<file path="src/design/lcs_length_two_sequences_assert.svh">
// Assertion macros for the longest common subsequence block
`ifndef LCS_LENGTH_TWO_SEQUENCES_ASSERT_SVH
`define LCS_LENGTH_TWO_SEQUENCES_ASSERT_SVH
`ifndef SYNTH
`define LCS_ASSERT_NEVER(lbl, expr) \
    lbl: assert property (@(posedge i_clk) disable iff (!i_rst_n) !(expr)) \
        else $error("lcs: forbidden condition seen");
`define LCS_ASSERT_IMPLY(lbl, ante, cons) \
    lbl: assert property (@(posedge i_clk) disable iff (!i_rst_n) (ante) |-> (cons)) \
        else $error("lcs: implication failed");
`else
`define LCS_ASSERT_NEVER(lbl, expr)
`define LCS_ASSERT_IMPLY(lbl, ante, cons)
`endif
`endif

</file>
<file path="src/design/lcs_pkg.sv">
// Shared types and constants for the longest common subsequence block
package lcs_pkg;

    localparam logic MODE_A = 1'b0;
    localparam logic MODE_B = 1'b1;

    localparam int   OUT_W   = 8;
    localparam int   OUT_MAX = 255;

    // Broadcast control from the sequencer to every cell
    typedef struct packed {
        logic en;     // advance the chain
        logic clr;    // clear the row
        logic wr_en;  // store an A element
    } t_cell_ctrl;

    // Flags that travel with a B element along the chain
    typedef struct packed {
        logic valid;
        logic last;
    } t_tok;

endpackage

</file>
<file path="src/design/lcs_cell.sv">
// One cell of the LCS chain: holds one A element and its row value
module lcs_cell #(
    parameter int IDX = 0,
    parameter int CW  = 8,
    parameter int EW  = 32
) (
    input  logic                i_clk,
    input  logic                i_rst_n,
    input  lcs_pkg::t_cell_ctrl i_ctrl,
    input  logic [CW-1:0]       i_a_count,
    input  logic [CW-1:0]       i_wr_idx,
    input  logic [EW-1:0]       i_wr_data,
    input  lcs_pkg::t_tok       i_tok,
    input  logic [EW-1:0]       i_b,
    input  logic [CW-1:0]       i_left,
    input  logic [CW-1:0]       i_diag,
    output lcs_pkg::t_tok       o_tok,
    output logic [EW-1:0]       o_b,
    output logic [CW-1:0]       o_left,
    output logic [CW-1:0]       o_diag
);

    logic [EW-1:0]  r_elem;
    logic [CW-1:0]  r_dp;
    lcs_pkg::t_tok  r_tok;
    logic [EW-1:0]  r_b;
    logic [CW-1:0]  r_left;
    logic [CW-1:0]  r_diag;

    logic           active;
    logic [CW-1:0]  n_val;

    always_comb begin
        active = CW'(IDX) < i_a_count;
        if (r_elem == i_b) begin
            n_val = CW'(i_diag + 1'b1);
        end else begin
            n_val = (r_dp > i_left) ? r_dp : i_left;
        end
    end

    always_ff @(posedge i_clk) begin
        if (i_ctrl.wr_en && i_wr_idx == CW'(IDX)) begin
            r_elem <= i_wr_data;
        end
    end

    // Row value; drop back to zero once the last B element has passed
    always_ff @(posedge i_clk) begin
        if (!i_rst_n) begin
            r_dp <= '0;
        end else if (i_ctrl.clr) begin
            r_dp <= '0;
        end else if (i_ctrl.en && i_tok.valid && active) begin
            r_dp <= i_tok.last ? '0 : n_val;
        end
    end

    always_ff @(posedge i_clk) begin
        if (!i_rst_n) begin
            r_tok <= '0;
        end else if (i_ctrl.en) begin
            r_tok <= i_tok;
        end
    end

    // Inactive cells pass the left value straight through
    always_ff @(posedge i_clk) begin
        if (i_ctrl.en) begin
            r_b    <= i_b;
            r_left <= active ? n_val : i_left;
            r_diag <= r_dp;
        end
    end

    assign o_tok  = r_tok;
    assign o_b    = r_b;
    assign o_left = r_left;
    assign o_diag = r_diag;

endmodule
</file>
<file path="config.mk">
export PLATFORM = sky130hd
export DESIGN_NAME = lcs_cell
export DESIGN_NICKNAME = d
export VERILOG_FILES = /design/src/design/lcs_length_two_sequences_assert.svh /design/src/design/lcs_pkg.sv /design/src/design/lcs_cell.sv
export SDC_FILE = /design/constraint.sdc
export NUM_CORES = 1
export LEC_CHECK = 0
export CAP_MARGIN = 20
export CORE_MARGIN = 2
export CORE_UTILIZATION = 41
export DETAILED_ROUTE_END_ITERATION = 6
export DONT_BUFFER_PORTS = 1
export GPL_ROUTABILITY_DRIVEN = 0
export GPL_TIMING_DRIVEN = 0
export MAX_ROUTING_LAYER = met4
export PLACE_DENSITY = 0.61
export SETUP_SLACK_MARGIN = 0.15
export SLEW_MARGIN = 20
export SYNTH_ARGS = -nofsm -noshare
export SYNTH_HDL_FRONTEND = slang
export SYNTH_SLANG_ARGS = --single-unit
</file>
<file path="constraint.sdc">
create_clock -name i_clk -period 5.47 [get_ports i_clk]
set_input_delay 1.094 -clock i_clk [delete_from_list [all_inputs] [get_ports i_clk]]
set_output_delay 1.094 -clock i_clk [all_outputs]
set_load 0.02 [all_outputs]
</file>
=== Word-level counts from Yosys, hierarchy flattened ===
Cells that the tools add are included.

* $add $sub $neg: 1
* Multiply operators: 0
* Divide/modulo/power cells: 0
* Magnitude comparators: 2
* Equality and inequality tests: 1
* Shift operators: 0
* Mux-type cells: 4
* Bitwise operators: 1
* Reduce and logical (&&, ||, !) cells: 5

{| class="wikitable"
|+ Operators with widths
! cell !! number
|-
| $eq 32x32->1 || 1
|-
| $mux 8 || 4
|-
| $add 8x1->8 const B || 1
|-
| $gt 8x8->1 || 1
|-
| $logic_not 8->1 || 1
|-
| $lt 1x8->1 const A || 1
|-
| $logic_and 1x1->1 || 3
|-
| $reduce_or 2->1 || 1
|-
| $not 1->1 || 1
|}

* Bits in registers: 90
* Latch bits: 0
* RAM bits: 0
* ROM bits: 0
* Input port bits: 103
* Output and inout bits: 50
* Logic and storage cells: 21
* Memories: 0

=== Longest topological paths before layout ===
Gate-level depths: netlist of the first run.

* Word-level depth: 4
* Mapped depth: 8
* Gate-level depth less buffers: 8

=== Least setup slack after synthesis of the first run ===
No wires, ideal clock.

* Path type: in2reg
* Start point: input port i_wr_idx[2]
* End point: register r_elem[0] (enable)
* Setup time: 0.505 ns
* Arrival: 4.513 ns
* Required time: 4.965 ns
* Slack: 0.452 ns
* Stages on the path: 3
* Buffers on the path: 0
* Path through: nor4_1 nand3b_1 nor4_1

* Cells in the longest elaborated chain, start to end: 2

{| class="wikitable"
|+ RTL lines
! what !! RTL line !! text
|-
| start, declared || lcs_cell.sv:11 || <nowiki>input logic [CW-1:0] i_wr_idx,</nowiki>
|-
| $logic_not 8->1 || lcs_cell.sv:43 || <nowiki>if (i_ctrl.wr_en && i_wr_idx == CW'(IDX)) begin</nowiki>
|-
| $logic_and 1x1->1 || lcs_cell.sv:43 ||
|-
| end signal, assigned || lcs_cell.sv:44 || <nowiki>r_elem <= i_wr_data;</nowiki>
|-
| end, declared || lcs_cell.sv:23 || <nowiki>logic [EW-1:0] r_elem;</nowiki>
|}

Every way passes these cells.
A chain may end at the register's enable or synchronous reset.

=== Worst setup path after layout of the first run ===
* Start point: input port i_wr_idx[2]
* End point: register r_elem[29] (enable)

The elaborated chain is that of the path after synthesis.

==> results of run 1 <==
[cell usage after synthesis, types with 2 or more instances]
| library cell | number |
|---|---|
| nor2_1 | 6 |
| a31o_1 | 3 |
| mux2_2 | 3 |
| nand3_1 | 7 |
| a31oi_1 | 2 |
| buf_2 | 3 |
| a31o_2 | 3 |
| a21o_1 | 4 |
| xnor2_1 | 33 |
| a21oi_1 | 2 |
| nor3_1 | 4 |
| nand2_1 | 18 |
| nor2_2 | 2 |
| nand2b_1 | 3 |
| clkbuf_1 | 4 |
| or3_1 | 3 |
| o21a_1 | 2 |
| dfxtp_1 | 10 |
| o311ai_0 | 6 |
| edfxtp_1 | 80 |
| nand4_1 | 15 |
| ha_1 | 9 |
| inv_1 | 9 |
| a21oi_2 | 2 |
| xor2_1 | 4 |
| a41oi_1 | 5 |
| nor2b_1 | 2 |
| o31ai_1 | 6 |
| or2_2 | 2 |
| nor4_1 | 6 |
[worst max-delay path: stages]
cell and delay [ps]:
nor4_1 250, nand3b_1 120, nor4_2 210, buf_2 260, buf_2 240, buf_2 240
buf_2 190, buf_2 200
[sequential cells by signal, summed over array words and instances (netlist names)]
signal and cells:
o_b 32, r_elem 32, o_diag 8, o_left 8, r_dp 8, o_tok 2
[cells by family (layout without fill, tap and decap cells)]
logic type / Yosys count / count (layout) / synth area share
XOR/XNOR: 37 / 37 / 0.08230
buffers and inverters: 16 / 37 / 0.01620
AO/OA/AOI/OAI: 44 / 44 / 0.09470
multiplexers: 4 / 4 / 0.01112
adder cells (fa/ha/maj): 9 / 9 / 0.02860
AND/OR/NAND/NOR: 75 / 75 / 0.1061
flip-flops: 90 / 90 / 0.6609
[per-layer routing]
layer / share of wire / global-route usage / vias to the layer above
met4: 0.016 / 0.07795 / 0
met5: 0 / - / -
met3: 0.092 / 0.04446 / 13
met1: 0.41 / 0.2087 / 1111
li1: - / - / 1103
met2: 0.48 / 0.2551 / 142
[area by class of cell]
type,count,area [um2],area share
Timing Repair Buffer,5,25.02,0.005777
Buffer,7,30.03,0.006932
Clock buffer,10,127.6,0.02946
Multi-Input combinational cell,169,1277,0.2949
Sequential cell,90,2603,0.6008
Inverter,9,33.78,0.007799
Clock inverter,6,73.82,0.01704
Tap cell,129,161.4,0.03726
[where the power goes]
group          switching [mW]  internal [mW]  leakage (nW)  total [mW]
sequential             0.0443          0.780         0.842       0.824
clock                   0.243          0.217        0.0950       0.460
combinational          0.0238         0.0240         0.497      0.0478
total                   0.311           1.02          1.43        1.33
[how the worst max path moves through the flow]
stage                       to  slack (ps)
finish              r_elem[29]        2690
detailed placement  r_elem[16]        2290
global placement    r_elem[16]        -670
global route        r_elem[21]        2510
floorplan            r_elem[0]         450
CTS                 r_elem[21]        2660
==> reports/metrics.yaml, run 1 <==
run_status:
  run_status: "finished, final reports clean"
sta:
  skew_ps: 17.43
  period_share: 0.5084
  worst_hold_slack_ps: 528.6
  setup_slack_ps: 2689
  fin_tns_setup_ps: 0
  finalMaxSlewViolations: 0
  maxSlewHeadroom: 0.3249
  hold_viol_final: 0
  fmax_mhz: 359.6
  setup_viol: 0
  period_needed_ps: 2781
  worst-slew-pin-transition_ps: 1004
  rsz0062_at_grt: "no"
clock_network:
  clockBufferDepth: 2
  cts_made_buffers: 9
  ctsResizeCount: 0
  cts_setup_buffers: 0
  clk_latency_ps: 350
  path_clk_slew_ps: 90
  cts_tree: "built"
  ctsHoldBuffers: 0
  htreeDepth: 3
  clock_sinks: 90
  cts-root-buf: "clkbuf_8"
yosys:
  syn_area_per_cell_um2: 14.32
  yosysSeqAreaShare: 0.6609
  postSynthNetCount: 387
  synth-seq-cells: 90
  synthCells: 275
  ys_types: 47
  synth_top_area_cell: "edfxtp_1"
  syn_area_um2: 3938
  yosys.area.top_type_share: 0.6101
  synthTopCellsByArea: "edfxtp_1 61%, xnor2_1 7.3%, dfxtp_1 5.1%, ha_1 2.9%, nand4_1 2.4%"
  ys_warn_count: 0
  synth_top_flop_cell: "edfxtp_1"
  synth_edf_count: 80
  async_flop_share: 0
grt:
  overflow: 0
  grt_max_degree: 53
  grtUsageTotal: 0.1674
  grt_pass1_vias: 2457
  grt_pass1_wl_um: 12650
  antenna_found_initial: 0
worst_setup_path:
  crit_type: "primary input to register"
  cp-startpoint: "i_wr_idx[2]"
  r2r_start: "r_dp[7]"
  r2r_slack_ps: 3140
  worst_setup_path_start_kind: "primary input"
  worstPathMaxFanout: 8
  cp.arrival_ps: 2820
  required_ps: 5510
  worstReg2RegEnd: "r_dp[3]"
  reg2reg_depth: 7
  crit_path_end_kind: "register"
cells_and_area:
  stdcell_count: 425
  antenna_cells: 0
  fillers: 840
  drive_above_1_share: 0.1419
  area_growth_pct: 10.01
  final_cell_mix: "80 x edfxtp_1, 33 x xnor2_1, 18 x nand2_1"
  final_area_um2: 4332
  final_nets: 403
  final_core_util: 0.4666
  final_common_cell: "edfxtp_1"
pwr:
  p_leak_nw: 1.435
  total_power_mw: 1.332
  power.density_nw_per_um2: 307.5
  max-vdd-ir-drop_uv: 150.6
hold_path:
  worstHoldStart: "r_dp[3]"
  hold_end: "o_diag[3]"
  worstHoldPathType: "register to register"
  hold_depth: 0
placement:
  dp.cells: 409
  place_hpwl_um: 6254
  dp_slack_ps: 2290
  dpl-instance-area_um2: 4130
  port_buffers: 0
route:
  wire_per_inst_um: 20.39
  drt_iter0_drc: 127
  drc: 0
  vias_per_cell: 5.574
  vias: 2369
  dr.pass1.iters: 4
  wl_um: 8664
  drtAntennaViolNets: 0
floorplanning:
  initial_core_util: 0.4241
  die_y_um: 102
  dieArea_um2: 10400
  die_width_um: 102
  core_um2: 9284
  pin_count: 153
  row_count: 35
flow_run:
  maxCapViolCount: 0
No activity file was read; power rests on OpenSTA's default activity.
==> run 2, diff against run 1 <==
--- a/config.mk
+++ b/config.mk
@@ -13,7 +13,7 @@
 export GPL_ROUTABILITY_DRIVEN = 0
 export GPL_TIMING_DRIVEN = 0
 export MAX_ROUTING_LAYER = met4
-export PLACE_DENSITY = 0.61
+export PLACE_DENSITY = 0.63
 export SETUP_SLACK_MARGIN = 0.15
 export SLEW_MARGIN = 20
 export SYNTH_ARGS = -nofsm -noshare
==> constraint.sdc (replaced) <==
create_clock -name i_clk -period 2.4 [get_ports i_clk]
set_input_delay 0.48 -clock i_clk [delete_from_list [all_inputs] [get_ports i_clk]]
set_output_delay 0.48 -clock i_clk [all_outputs]
set_load 0.02 [all_outputs]
==> run 2 against run 1 <==
Sequential power up 130%; highest routed layer unchanged; design area up 2.4%; largest power group unchanged; setup slack worse by 2500 ps; sequential share of layout area down 1.4 points; clock power up 110%; via count up 1.1%; critical path depth down 1; clock-buffer cell count down 1; sequential cell count unchanged; die area unchanged; first-iteration DRC count down 54%.
==> reports/metrics.yaml, run 2 (synthesis gave the netlist of run 1 again) <==
flow_run:
  maxCapViolCount: 0
floorplanning:
  pin_count: 153
  dieArea_um2: 10400
  row_count: 35
  die_y_um: 102
  initial_core_util: 0.4241
  core_um2: 9284
  die_width_um: 102
sta:
  skew_ps: 13.50
  setup_viol: 0
  period_needed_ps: 2183
  finalMaxSlewViolations: 0
  rsz0062_at_grt: "no"
  worst-slew-pin-transition_ps: 911.5
  worst_hold_slack_ps: 217.3
  fin_tns_setup_ps: 0
  period_share: 0.9095
  hold_viol_final: 0
  maxSlewHeadroom: 0.3873
  fmax_mhz: 458.1
pwr:
  pwr-share-comb: 0.040
  swShare: 0.2436
  p_leak_nw: 1.455
  max-vdd-ir-drop_uv: 396.8
  total_power_mw: 2.950
  internal_power_mw: 2.231
  p_sw_mw: 0.7187
  power_frac_seq: 0.637
  power.density_nw_per_um2: 665.1
  clkPwrFrac: 0.323
worst_setup_path:
  cp.arrival_ps: 2430
  crit_family: "compound AO/OA/AOI/OAI gates"
  worst_setup_path_start_kind: "register"
  required_ps: 2650
  crit_path_end_kind: "register"
  worstPathMaxFanout: 7
  cpPeakStageDelay_ps: 360
  cp_slowest_cell: "mux2_2"
  crit_type: "register to register"
  worstPathCellList: "ha_1 -> a211o_1 -> a21oi_4 -> nor2_4 -> nor2_4 -> mux2_2 -> a31o_1"
  path_buf_inv: 0
  crit_top_cell: "nor2_4"
placement:
  place_hpwl_um: 6045
  port_buffers: 0
cells_and_area:
  final_common_cell: "edfxtp_1"
  area_growth_pct: 12.65
  final_cell_mix: "80 x edfxtp_1, 33 x xnor2_1, 17 x nand2_1"
  final_nets: 404
  drive_above_1_share: 0.1785
  antenna_cells: 0
  fillers: 839
hold_path:
  worstHoldPathType: "primary input to register"
grt:
  grt_pass1_vias: 2342
  overflow: 0
  grtUsageTotal: 0.1617
  grt_use_met3: 0.06635
  antenna_found_initial: 0
  grt_max_degree: 53
  use_met1: 0.1912
  gr-usage-met2: 0.2551
  grt.busiest_layer: "met2"
  grt_pass1_wl_um: 12020
route:
  dr.pass1.iters: 5
  drtAntennaViolNets: 0
  vias: 2394
  drc: 0
  vias_per_cell: 5.620
  wl_um: 8262
  drt_iter0_drc: 59
  wire_per_inst_um: 19.39
clock_network:
  cts_made_buffers: 9
  clockBufferDepth: 2
  cts-root-buf: "clkbuf_8"
  cts_tree: "built"
  ctsHoldBuffers: 0
  path_clk_slew_ps: 100
  clk_latency_ps: 350
  clock_sinks: 90
  htreeDepth: 3
run_status:
  run_status: "finished, final reports clean"
-- run 2: cell types whose count changed in the layout (fill, tap and decap cells not counted), sizes merged --
| cell | before | now |
|---|---|---|
| clkbuf | 14 | 12 |
| buf | 8 | 10 |
| bufinv | 1 | 0 |
| inv | 11 | 13 |
-- run 2: metal layers --
layer,routed length [um],up-vias
met3,862,5
li1,-,1103
met1,3254,1163
met2,4089,123
met4,56,0
met5,0,-
-- run 2: worst paths after layout --
kind / end / cells after the start / slack [ps] / startpoint
worst max-delay path: r_dp[3] / 7 / 220 / r_dp[5]
worst min-delay path: r_elem[30] / 0 / 220 / i_wr_data[30]
worst max register to register: r_dp[3] / 7 / 220 / r_dp[5]
worst min register to register: o_diag[0] / 0 / 450 / r_dp[0]
-- run 2: power by group through the flow --
| stage | clock [mW] | combinational [mW] | sequential [mW] |
|---|---|---|---|
| after floorplan | 0 | 0.0897 | 1.90 |
| after global placement | 0 | 0.107 | 1.91 |
| after detailed placement | 0 | 0.110 | 1.91 |
| after CTS | 0.993 | 0.112 | 1.88 |
| after global routing | 1.07 | 0.131 | 1.89 |
| final | 0.954 | 0.118 | 1.88 |
-- run 2: layout make-up --
cell class                 instances  area, um2  area share
inverter                           9      33.78    0.007616
clock inverter                     7      58.81     0.01326
timing repair buffer               6      45.04     0.01016
tap                              129      161.4     0.03639
sequential                        90       2605      0.5873
buffer                             7      35.03    0.007898
multi-input combinational        169       1373      0.3095
clock buffer                       9      123.9     0.02793
-- run 2: what timing repair did --
action	4_1_cts	5_1_grt
setup buffers	2	2
gates resized for setup	2	19
setup endpoints to repair	10	12
pin swaps	1	4
-- run 2: worst reg2reg max path, stage by stage, from the launching register on --
cell     delay [ps]
dfxtp_2         350
ha_1            300
a211o_1         300
a21oi_4         240
nor2_4           90
nor2_4          230
mux2_2          370
a31o_1          210
-- run 2: stage by stage --
| step | util | setup slack (ps) | instances | instance area [um2] |
|---|---|---|---|---|
| floorplan | - | 71.68 | 275 | 3968 |
| global placement | 0.4447 | -302.5 | 404 | 4129 |
| detailed placement | 0.4464 | -134.1 | 406 | 4144 |
| CTS | 0.4683 | 153.0 | 424 | 4348 |
| global route | 0.4778 | 151.3 | 426 | 4436 |
| finish | 0.4778 | 217.2 | 426 | 4436 |
==> run 3, diff against run 2 <==
--- a/config.mk
+++ b/config.mk
@@ -8,6 +8,8 @@
 export CAP_MARGIN = 20
 export CORE_MARGIN = 2
 export CORE_UTILIZATION = 41
+export CTS_BUF_LIST = sky130_fd_sc_hd__clkbuf_16
+export CTS_CLUSTER_SIZE = 24
 export DETAILED_ROUTE_END_ITERATION = 6
 export DONT_BUFFER_PORTS = 1
 export GPL_ROUTABILITY_DRIVEN = 0
==> run 3 against run 2 <==
Sequential share of layout area is 1.2 points lower; critical path depth stayed put; total power is 12% higher; clock skew is 2.8 ps lower; global-route usage is 0.13 points lower; first-iteration DRC count is 44% higher; sequential power hardly changed; design area is 2.1% higher; wire length is 0.54% lower; via count is 0.88% lower; largest cell class unchanged; largest power group unchanged.
==> reports/metrics.yaml, run 3 (synthesis gave the netlist of run 1 again) <==
cells_and_area:
  final_area_um2: 4529
  final_nets: 403
  multi_input_area_um2: 1373
  antenna_cells: 0
  final_core_util: 0.4879
  final_common_cell: "edfxtp_1"
  final_cell_mix: "80 x edfxtp_1, 33 x xnor2_1, 17 x nand2_1"
  fillers: 833
  ff_latch_area_um2: 2605
  stdcell_count: 425
  area_growth_pct: 15.03
  drive_above_1_share: 0.1757
worst_setup_path:
  cp.arrival_ps: 2400
  crit_path_end_kind: "register"
  reg2reg_depth: 7
  crit_type: "register to register"
  r2r_start: "r_dp[5]"
  worst_setup_path_start_kind: "register"
  r2r_slack_ps: 220
  worstPathMaxFanout: 7
  worstReg2RegEnd: "r_dp[3]"
  required_ps: 2620
sta:
  worst-slew-pin-transition_ps: 960.3
  maxSlewHeadroom: 0.3545
  worst_hold_slack_ps: 242.1
  skew_ps: 10.65
  period_needed_ps: 2179
  fmax_mhz: 458.9
  finalMaxSlewViolations: 0
  period_share: 0.9081
  hold_viol_final: 0
  fin_tns_setup_ps: 0
  setup_viol: 0
  rsz0062_at_grt: "no"
  setup_slack_ps: 220.6
grt:
  grt_pass1_wl_um: 12030
  grt_max_degree: 53
  antenna_found_initial: 0
  grtUsageTotal: 0.1603
  overflow: 0
  grt_pass1_vias: 2353
clock_network:
  cts-root-buf: "clkbuf_16"
  clockBufferDepth: 2
  htreeDepth: 3
  clk_latency_ps: 330
  clock_sinks: 90
  cts_tree: "built"
  path_clk_slew_ps: 70
  ctsHoldBuffers: 0
  cts_made_buffers: 9
pwr:
  power.density_nw_per_um2: 731.3
  p_leak_nw: 1.496
  max-vdd-ir-drop_uv: 391.7
  total_power_mw: 3.312
route:
  wire_per_inst_um: 19.33
  dr.pass1.iters: 4
  drt_iter0_drc: 85
  vias: 2373
  drtAntennaViolNets: 0
  drc: 0
  wl_um: 8217
  vias_per_cell: 5.584
hold_path:
  worstHoldPathType: "primary input to register"
  worstHoldStart: "i_wr_data[30]"
  hold_depth: 0
  hold_end: "r_elem[30]"
floorplanning:
  initial_core_util: 0.4241
  die_y_um: 102
  row_count: 35
  die_width_um: 102
  pin_count: 153
  core_um2: 9284
  dieArea_um2: 10400
run_status:
  run_status: "finished, final reports clean"
placement:
  dp.cells: 406
  dp_slack_ps: -134.1
  dpl-instance-area_um2: 4144
  place_hpwl_um: 6045
  port_buffers: 0
flow_run:
  maxCapViolCount: 0
run 3: cell count changes in the layout (fill, tap and decap cells not counted):
cell,change
clkbuf_16,+9
buf_4,-1
clkbuf_8,-9
run 3: worst max path at each step:
stage	start	to	slack, ps	cells after the start
6_report	r_dp[5]	r_dp[3]	220	7
4_1_cts	r_dp[5]	r_dp[3]	150	7
3_3_place_gp	i_wr_idx[2]	r_elem[21]	-300	3
5_1_grt	r_dp[0]	r_dp[3]	150	8
2_1_floorplan	i_wr_idx[2]	r_elem[0]	70	3
3_5_place_dp	i_b[5]	o_left[4]	-130	6
run 3: cell type report:
class	instances	share of cell area
sequential	90	0.5751
clock inverter	7	0.01298
buffer	7	0.007735
tap	129	0.03564
multi-input combinational	169	0.3030
clock buffer	9	0.04972
inverter	9	0.007459
timing repair buffer	5	0.008287
run 3: repair_timing:
action,CTS,global route
endpoints found under the setup margin,9,11
resized for setup,2,19
pin swaps,1,4
setup buffers,2,1
run 3: metal layers:
metal / track usage / part of all wire
met3: 0.05814 / 0.11
met4: 0.05026 / 0.0069
met2: 0.2571 / 0.50
met5: - / 0
met1: 0.1894 / 0.39
run 3: worst max-delay path, stage by stage (launching register included):
cell and delay, ps:
dfxtp_2 350, ha_1 300, a211o_1 300, a21oi_4 240, nor2_4 90, nor2_4 220, mux2_2 360, a31o_1 210
run 3: where the power goes:
part | total [mW] | switching (mW) | internal (mW)
clock network | 1.31 | 0.595 | 0.720
registers | 1.88 | 0.101 | 1.78
logic | 0.118 | 0.0583 | 0.0597
total | 3.31 | 0.754 | 2.56
